## src/rtl/c2c_pkg.sv

```systemverilog
// Package for the coordinate-to-compressed-row converter.
// Holds sizes, codes, word types and the controller/datapath interface structs.
// No dependencies.
`default_nettype none

package c2c_pkg;

   localparam int MAX_ROWS    = 1024;
   localparam int MAX_ENTRIES = 4096;
   localparam int COL_W       = 16;
   localparam int ROW_W       = $clog2(MAX_ROWS);
   localparam int ENT_W       = $clog2(MAX_ENTRIES);
   localparam int CNT_W       = $clog2(MAX_ENTRIES + 1);
   localparam int VAL_W       = 64;
   localparam int RIDX_W      = 12;
   localparam int RIU_W       = 11;
   localparam int CSR_DATA_W  = 11;
   localparam int CSR_IDX_W   = 1;

   localparam logic [CSR_IDX_W-1:0] CSR_ROWS_IN_USE    = 1'd0;
   localparam logic [CSR_IDX_W-1:0] CSR_VALUES_PRESENT = 1'd1;

   localparam logic [1:0] REQ_LOAD     = 2'd0;
   localparam logic [1:0] REQ_READ_ROW = 2'd1;
   localparam logic [1:0] REQ_READ_SLOT = 2'd2;

   localparam logic [1:0] STAT_OK          = 2'd0;
   localparam logic [1:0] STAT_ROW_RANGE   = 2'd1;
   localparam logic [1:0] STAT_FULL        = 2'd2;
   localparam logic [1:0] STAT_READ_INVALID = 2'd3;

   typedef struct packed {
      logic [1:0]        req_type;
      logic [ROW_W-1:0]  row_index;
      logic [COL_W-1:0]  col_index;
      logic [VAL_W-1:0]  value_bits;
      logic              is_last;
      logic [RIDX_W-1:0] read_index;
   } req_word_type;

   typedef struct packed {
      logic [1:0]       status;
      logic [CNT_W-1:0] row_start;
      logic [CNT_W-1:0] row_nonzeros;
      logic [COL_W-1:0] out_col;
      logic [VAL_W-1:0] out_value;
      logic [CNT_W-1:0] total_nonzeros;
   } rsp_word_type;

   typedef enum logic [3:0] {
      ST_INIT_CLEAR,
      ST_IDLE,
      ST_LD_CLEAR,
      ST_LD_CHECK,
      ST_LD_WRITE,
      ST_PS_READ,
      ST_PS_ACC,
      ST_SC_READ,
      ST_SC_CURSOR,
      ST_SC_WRITE,
      ST_RD_ISSUE,
      ST_RESP
   } ctrl_state_type;

   typedef struct packed {
      logic accept;
      logic clr_start;
      logic clr_step;
      logic ld_check;
      logic ld_write;
      logic ps_start;
      logic ps_read;
      logic ps_acc;
      logic sc_start;
      logic sc_write;
      logic finish;
      logic rd_issue;
      logic resp_load;
   } dp_cmd_type;

   typedef struct packed {
      logic       done;
      logic       is_last;
      logic       load_ok;
      logic       walk_last;
      logic       sc_last;
      logic       loaded_zero;
      logic       rsp_free;
   } dp_status_type;

endpackage

`default_nettype wire

```

## src/rtl/c2c_ctrl.sv

```systemverilog
// Sequencer of the converter: loads, row-count clearing, prefix sum, scatter and reads.
// Depends on c2c_pkg; drives the datapath c2c_dp through command structs.
`default_nettype none

module c2c_ctrl
   import c2c_pkg::*;
(
   input  wire logic          clock,
   input  wire logic          reset,
   input  wire logic          req_valid,
   output logic               req_stall,
   input  wire logic [1:0]    req_type_in,
   input  wire dp_status_type stat,
   output dp_cmd_type         cmd
);

   ctrl_state_type state_ff, state_in;

   always_ff @(posedge clock) begin
      if (reset) begin
         state_ff <= ST_INIT_CLEAR;
      end else begin
         state_ff <= state_in;
      end
   end

   always_comb begin
      state_in = state_ff;
      unique case (state_ff)
         ST_INIT_CLEAR: if (stat.walk_last) state_in = ST_IDLE;
         ST_IDLE: begin
            if (req_valid) begin
               if (req_type_in == REQ_LOAD) begin
                  state_in = stat.done ? ST_LD_CLEAR : ST_LD_CHECK;
               end else begin
                  state_in = ST_RD_ISSUE;
               end
            end
         end
         ST_LD_CLEAR: if (stat.walk_last) state_in = ST_LD_CHECK;
         ST_LD_CHECK: begin
            if (stat.load_ok) begin
               state_in = ST_LD_WRITE;
            end else begin
               state_in = stat.is_last ? ST_PS_READ : ST_RESP;
            end
         end
         ST_LD_WRITE: state_in = stat.is_last ? ST_PS_READ : ST_RESP;
         ST_PS_READ: state_in = ST_PS_ACC;
         ST_PS_ACC: begin
            if (!stat.walk_last) begin
               state_in = ST_PS_READ;
            end else begin
               state_in = stat.loaded_zero ? ST_RESP : ST_SC_READ;
            end
         end
         ST_SC_READ: state_in = ST_SC_CURSOR;
         ST_SC_CURSOR: state_in = ST_SC_WRITE;
         ST_SC_WRITE: state_in = stat.sc_last ? ST_RESP : ST_SC_READ;
         ST_RD_ISSUE: state_in = ST_RESP;
         ST_RESP: if (stat.rsp_free) state_in = ST_IDLE;
         default: state_in = ST_INIT_CLEAR;
      endcase
   end

   always_comb begin
      cmd = '0;
      req_stall = 1'b1;
      unique case (state_ff)
         ST_INIT_CLEAR: cmd.clr_step = 1'b1;
         ST_IDLE: begin
            req_stall = 1'b0;
            cmd.accept = req_valid;
            cmd.clr_start = req_valid && (req_type_in == REQ_LOAD) && stat.done;
         end
         ST_LD_CLEAR: cmd.clr_step = 1'b1;
         ST_LD_CHECK: begin
            cmd.ld_check = 1'b1;
            cmd.ps_start = !stat.load_ok && stat.is_last;
         end
         ST_LD_WRITE: begin
            cmd.ld_write = 1'b1;
            cmd.ps_start = stat.is_last;
         end
         ST_PS_READ: cmd.ps_read = 1'b1;
         ST_PS_ACC: begin
            cmd.ps_acc = 1'b1;
            cmd.sc_start = stat.walk_last && !stat.loaded_zero;
            cmd.finish = stat.walk_last && stat.loaded_zero;
         end
         ST_SC_READ: cmd = '0;
         ST_SC_CURSOR: cmd = '0;
         ST_SC_WRITE: begin
            cmd.sc_write = 1'b1;
            cmd.finish = stat.sc_last;
         end
         ST_RD_ISSUE: cmd.rd_issue = 1'b1;
         ST_RESP: cmd.resp_load = stat.rsp_free;
         default: cmd = '0;
      endcase
   end

endmodule

`default_nettype wire

```

## config.mk

```make
export PLATFORM = sky130hd
export DESIGN_NAME = c2c_ctrl
export DESIGN_NICKNAME = d
export VERILOG_FILES = /design/src/rtl/c2c_pkg.sv /design/src/rtl/c2c_ctrl.sv
export SDC_FILE = /design/constraint.sdc
export NUM_CORES = 1
export LEC_CHECK = 0
export BUFFER_PORTS_ARGS = -buffer_cell sky130_fd_sc_hd__buf_2
export CAP_MARGIN = 20
export CORE_MARGIN = 3
export CORE_UTILIZATION = 25
export CTS_CLUSTER_DIAMETER = 100
export CTS_CLUSTER_SIZE = 12
export DETAILED_ROUTE_END_ITERATION = 10
export PLACE_DENSITY = 0.58
export SETUP_SLACK_MARGIN = 0.2
export SLEW_MARGIN = 5
export SYNTH_ARGS = -nofsm -noshare
export SYNTH_HDL_FRONTEND = slang
export SYNTH_SLANG_ARGS = --single-unit
```

## constraint.sdc

```tcl
create_clock -name clock -period 2.5 [get_ports clock]
set_clock_uncertainty 0.2 [all_clocks]
set_input_delay 0.25 -clock clock [delete_from_list [all_inputs] [get_ports clock]]
set_output_delay 0.25 -clock clock [all_outputs]
set_load 0.02 [all_outputs]
```

==> key figures, run 1 <==
Timing
  – RSZ-0062 raised after global routing: false
  – Relative slew slack: 62.9%
  – Final hold viol count: 0
  – Worst hold slack: 75.9 ps
  – Worst slew pin tran: 556 ps
  – Fmax achieved: 476 MHz
  – Final setup violation count: 0
  – Post-route minimum period: between 2000 and 2500 ps
  – Post-route setup TNS: 0 ps
  – Slew Limit Fails: 0
  – Crit share post-route: 84.0%

Synth
  – Synth top area cells: dfxtp_1, nor3_1, nor2_1
  – Post-synthesis sequential area ratio: 15.8%
  – Compound-Gate Fraction of Synth Area: between 30% and 40%
  – Simple logic cell fraction of the synthesized area: about 44%
  – Adder and majority cell fraction of the synthesized area: 0%
  – Syn_nets: 89
  – Post-Synth XOR/XNOR Area: 0%
  – Mean Syn Cell Area: 6.56 um2
  – Post-Syn Area: 505 um2
  – Synth cell types: 32
  – Mux contribution to synthesized area: 0%
  – Post-synthesis register bit count: 4
  – Ys Warns: 0
  – Syn Inst Count: 77
  – Largest family of logic cells by synthesized area: simple AND/OR/NAND/NOR gates
  – Area leader, netlist: dfxtp_1
  – Top-area cell type share of the netlist area: 15.8%

Critical path
  – FF-to-FF path depth: 4
  – Setup crit end kind: primary output
  – CP startpoint kind: flip-flop
  – Top fanout value on the critical path: 15
  – Req. time, crit path: between 2000 and 2500 ps
  – Critical path class: reg -> out
  – Crit path arrival time: 1650 ps

Global route
  – Total track usage: 11.6%
  – Grt ovf: 0
  – Largest net degree at the start of global routing: 21
  – Vias in the first global route: around 550
  – First-pass GRT wire length: ~2.4 mm
  – Antenna violations before repair: 0

Routing
  – DR DRC count: 0
  – Drt total wl: between 1.5 and 2 mm
  – WL/cell: approximately 12 um
  – Mean number of vias per cell: 5.22
  – 1st-pass router iterations: 4
  – DRT antenna net count: 0
  – DRC violation total after the first TritonRoute iteration: 13
  – Vias post-DR: 647

Placement
  – PortBufs: 25
  – DP Area: approximately 640 um2
  – Dpl hpwl: 1.14 mm
  – RePlAce Congestion: 0.819

Job
  – Max-cap viol count: 0

Power
  – Power Density: 978 nW/um2
  – Leakage: 0.295 nW
  – Peak VDD IR: 0.274 mV

Layout
  – P&R area growth vs syn: 30.4%
  – Register with the most flip-flops: state_ff
  – Top flop regs: state_ff: 4 flops
  – Most frequent cells in the layout: buf_2, nor3_1, nor2_1
  – Nets: approximately 110
  – Fin area: roughly 660 um2
  – Antenna Cells: 0
  – Max FFs per register: 4
  – Commonest non-fill, non-tap cell in the layout: buf_2
  – Final core utilization: 36.2%
  – Share of cells above drive strength 1: 32.3%

Clock network
  – Clock Latency Late Sink: 230 ps
  – Root buffer cell: clkbuf_4
  – Max clock buf depth: 2
  – Clock transition at path regs: ~40 ps
  – CTS tree: built
  – H-tree depth: 1
  – CTS Hold Buffers Added: 0
  – TritonCTS Buffers: 3
  – Sink Count: 4

Floorplan
  – Core ar.: 1820 um2
  – Total die area: ~2600 um2
  – Row count: 15
  – Initial core utilization: 27.8%
  – Die Y: 51.0 um
  – Die W: 51.0 um
  – I/O pins: 26

Min path
  – Hold Crit Depth: 2
  – Worst hold path type: in -> reg

Run status
  – Status: complete, no violations
kinds of logic after synthesis:
logic type	count (synthesis)
AO/OA/AOI/OAI	21
flip-flops	4
AND/OR/NAND/NOR	40
buffers and inverters	12
report_power, final:
| part | switching, mW | internal (mW) |
|---|---|---|
| Combinational | 0.209 | 0.164 |
| Sequential | 0.101 | 0.0915 |
| Clock | 0.0265 | 0.0537 |
| Total | 0.336 | 0.309 |
layer usage:
| metal | track usage (%) | up-vias | share of wire, % |
|---|---|---|---|
| met5 | 0 | - | 0 |
| met4 | 1.35 | 0 | 0 |
| met3 | 2.92 | 0 | 9.4 |
| met2 | 18.0 | 25 | 44 |
| met1 | 16.3 | 289 | 47 |
| li1 | - | 333 | - |
final timing paths:
path | to | slack [ps] | startpoint
setup / recovery | cmd[11] | 400 | state_ff[0]$_SDFFE_PP0P_
hold / removal | state_ff[2]$_SDFFE_PP0P_ | 80 | reset
setup reg to reg | state_ff[1]$_SDFFE_PP0P_ | 680 | state_ff[3]$_SDFFE_PP0P_
hold reg to reg | state_ff[1]$_SDFFE_PP0P_ | 450 | state_ff[1]$_SDFFE_PP0P_
synthesized netlist by cell type:
cell type,number
nand2b_1,4
o2bb2ai_1,1
nor3_1,7
o31ai_1,1
a211o_1,1
inv_1,6
nor3b_1,1
o32ai_1,1
nand3b_1,3
a311oi_1,1
or3_1,1
a21boi_1,1
nor4_1,2
o22ai_1,1
clkbuf_1,3
nor2_1,7
a32o_1,1
buf_2,3
and3_1,3
nand2_1,6
dfxtp_1,4
a221oi_1,1
or2_2,1
and4bb_2,1
a31oi_1,2
o21ai_0,3
a21oi_1,4
nor4bb_1,1
or4_1,1
o32ai_2,1
nand3_1,2
a211oi_1,2
timing repair:
action	in CTS	in global routing
setup buffers	0	0
resized for setup	0	1
endpoints found under the setup margin	0	1
critical path, stage by stage, from the launching register on:
cell	delay [ps]
dfxtp_1	590
inv_1	190
nor2_1	160
and3_1	180
and3_1	140
buf_2	150
layout make-up:
class / count / area [um2]
multi-input cells: 61 / 377
fillers: 209 / 1160
repair buffers: 25 / 125
flip-flops and latches: 4 / 81.3
inverters: 6 / 22.5
well taps: 25 / 31.3
clock buffers: 3 / 22.5
metrics by stage:
stage,total power [mW],instances,setup slack [ps]
floorplan,0.472,77,434
global placement,0.563,121,614
detailed placement,0.563,121,591
CTS,0.644,124,340
global route,0.706,124,227
finish,0.645,124,400
No activity file was read; power rests on OpenSTA's default activity.
==> run 2: changes to the inputs <==
ABC_AREA = 1   (was unset)
PLACE_DENSITY = 0.6   (was 0.58)
clock period = 1.8 ns   (was 2.5 ns; I/O delays follow)
==> run 2 against run 1 <==
  * Global-route usage grew 3.2 points
  * Wire length grew 12%
  * Power shrank 2.9%
  * Sequential share of layout area shrank 0.91 points
  * Register-to-register slack lost 290 ps
  * Utilization grew 10 points
  * Design area grew 26%
  * Critical path type unchanged
  * Critical endpoint is now cmd[7]
==> key figures, run 2 <==
Layout
  – Max FFs per register: 4 (unchanged)
  – Antenna Cells: 0 (unchanged)
  – P&R area growth vs syn: 66.2%
  – FF+latch area: 95.1 um2 (+17%)
  – Area occupied by multi-input gates: 398 um2 (+5.6%)
  – Most frequent cells in the layout: nand2_1, buf_2, nor2_1
  – Share of cells above drive strength 1: 49.6% (+17 points)
  – Top flop regs: state_ff: 4 flops
  – Register with the most flip-flops: state_ff
  – Commonest non-fill, non-tap cell in the layout: nand2_1
  – Nets: 141 (+25%)
  – FILL cells: 194 (-7.2%)

Placement
  – Dpl hpwl: 1.33 mm (+17%)
  – PortBufs: 25 (unchanged)
  – RePlAce Congestion: 0.923 (+13%)
  – Pre-CTS setup slack: 118 ps (-473 ps)

Timing
  – Worst Setup Slack, final: 149 ps (-250 ps)
  – Relative slew slack: 85.9% (+23 points)
  – Final hold viol count: 0 (unchanged)
  – Post-route minimum period: between 1500 and 2000 ps
  – RSZ-0062 raised after global routing: true
  – Crit share post-route: around 92%
  – Slew Limit Fails: 0 (unchanged)
  – Final setup violation count: 0 (unchanged)
  – Fmax achieved: 606 MHz
  – Worst slew pin tran: 210 ps (-346 ps)
  – Post-route setup TNS: 0 ps (unchanged)

Critical path
  – Flop2flop setup slack: 390 ps (-290 ps)
  – Crit path top cell by count: nor2_4
  – Worst path cell trace: nor2_4 -> inv_2 -> nor2_4 -> nand2_2 -> o21ai_2 -> buf_6
  – FF-to-FF path depth: 8 (+4)
  – Crit path arrival time: 1270 ps (-380 ps)
  – Critical path class: reg -> out
  – Setup crit end kind: primary output
  – Req. time, crit path: 1420 ps (-630 ps)
  – Slowest cell on crit path: dfxtp_4
  – Worst path max stage delay: 360 ps (-230 ps)
  – Top fanout value on the critical path: 6 (-9)
  – WP buf/inv: 2 (unchanged)
  – CP startpoint kind: flip-flop
  – Crit path depth: 6 (+1)
  – Delay-heaviest family, CP: flip-flops

Routing
  – Vias post-DR: 697 (+7.7%)
  – Mean number of vias per cell: 4.59 (-12%)
  – Drt total wl: 1.69 mm (+12%)
  – DRT antenna net count: 0 (unchanged)
  – 1st-pass router iterations: 4 (unchanged)
  – DR DRC count: 0 (unchanged)
  – WL/cell: 11.1 um (-8.7%)
  – DRC violation total after the first TritonRoute iteration: 17 (+4)

Synth
  – Area leader, netlist: nand2_1
  – Post-synthesis sequential area ratio: 16.0% (+0.16 points)
  – Post-Syn Area: 500 um2 (-0.99%)
  – Synth top area cells: nand2_1, dfxtp_1, nor2_1
  – Syn_nets: 103 (+16%)
  – Predominant post-synthesis flop cell: dfxtp_1
  – Top-count cell post-synth: nand2_1
  – Syn Inst Count: 91 (+18%)
  – Async SR Flop Fraction: 0% (unchanged)
  – Post-synth EDFFs: 0 (unchanged)
  – Top-area cell type share of the netlist area: 16.5% (+0.66 points)
  – Ys Warns: 0 (unchanged)
  – Synth cell types: 20 (-38%)
  – Post-synth top cells: nand2_1, nor2_1, inv_1, nand3_1, o21ai_0
  – Post-synthesis register bit count: 4 (unchanged)
  – Mean Syn Cell Area: 5.50 um2 (-16%)

Floorplan
  – Die Y: 50.7 um (-0.44%)
  – I/O pins: 26 (unchanged)
  – Row count: 15 (unchanged)
  – Die W: 50.7 um (-0.44%)
  – Initial core utilization: 27.8% (about the same)
  – Total die area: 2570 um2 (-0.88%)
  – Core ar.: 1800 um2 (-1.0%)

Power
  – Peak VDD IR: 0.328 mV (+20%)
  – Leakage: 0.441 nW (+49%)
  – Power Density: 752 nW/um2 (-23%)

Clock network
  – Root buffer cell: clkbuf_4
  – CTS tree: built
  – TritonCTS Buffers: 3 (unchanged)
  – H-tree depth: 1 (unchanged)
  – Sink Count: 4 (unchanged)
  – Max clock buf depth: 2 (unchanged)
  – Clock Latency Late Sink: 240 ps (about the same)
  – Clock transition at path regs: 40 ps (about the same)

Global route
  – Antenna violations before repair: 0 (unchanged)
  – Largest net degree at the start of global routing: 7 (-67%)
  – First-pass GRT wire length: 2.87 mm (+19%)
  – Total track usage: 14.8% (+3.2 points)
  – Grt ovf: 0 (unchanged)
  – Vias in the first global route: 664 (+20%)

Min path
  – Hold Crit Depth: 4 (+2)
  – Worst hold path type: in -> reg

Run status
  – Status: complete, no violations

Job
  – Max-cap viol count: 0 (unchanged)
## run 2: report_power, final
group          internal [mW]  total [mW]  switching [mW]  leakage (nW)
Combinational          0.150       0.363           0.212         0.392
Clock                 0.0749       0.117          0.0425        0.0138
Sequential             0.111       0.146          0.0355        0.0356
## run 2: final timing paths
check / start / endpoint
worst min register to register: state_ff[1]$_SDFFE_PP0P_ / state_ff[1]$_SDFFE_PP0P_
worst max-delay path: state_ff[2]$_SDFFE_PP0P_ / cmd[7]
worst min-delay path: stat[2] / state_ff[2]$_SDFFE_PP0P_
worst max register to register: state_ff[2]$_SDFFE_PP0P_ / state_ff[3]$_SDFFE_PP0P_
## run 2: final cells by class
cell class,count,area share (%)
clock buffers,3,2.71
inverters,17,8.12
multi-input cells,70,47.8
flip-flops and latches,4,11.4
well taps,25,3.76
repair buffers,33,26.2
## run 2: logic make-up after synthesis
group                  Yosys count  synth area share [%]
AND/OR/NAND/NOR                 59                  58.2
AO/OA/AOI/OAI                   11                  12.7
buffers and inverters           17                  13.0
flip-flops                       4                  16.0
## run 2: worst reg2reg max path, cell delays in order, from the launching register on
cell and delay (ps):
dfxtp_4 360, nor2_4 160, buf_4 140, nand3_1 90, nand2_1 80, nor2_1 40
nand2_1 80, nand2_1 60, a21oi_2 110
## run 2: stage by stage
| step | hold WS (ps) | area (um2) | instances | util [%] | total power, mW |
|---|---|---|---|---|---|
| global route | 46.7 | 832 | 152 | 46.2 | 0.683 |
| finish | 40.1 | 832 | 152 | 46.2 | 0.626 |
| detailed placement | 203 | 672 | 141 | 37.3 | 0.417 |
| floorplan | 42.4 | 515 | 91 | - | 0.338 |
| global placement | 198 | 672 | 141 | 37.3 | 0.419 |
| CTS | 31.8 | 781 | 150 | 43.3 | 0.596 |
## run 2: routing by layer
metal / GRT usage (%) / part of all wire [%] / routed length [um] / vias to the layer above
li1: - / - / - / 362
met1: 17.1 / 40 / 667 / 288
met2: 24.1 / 47 / 789 / 40
met3: 4.45 / 10 / 173 / 7
met4: 8.07 / 3.3 / 55 / 0
met5: 0 / 0 / 0 / -
## run 2: timing repair
item	4_1_cts	5_1_grt
hold endpoints to repair	4	0
hold buffers	1	0
setup buffers	5	2
gates resized for setup	16	11
pin swaps	4	3
setup endpoints to repair	11	7
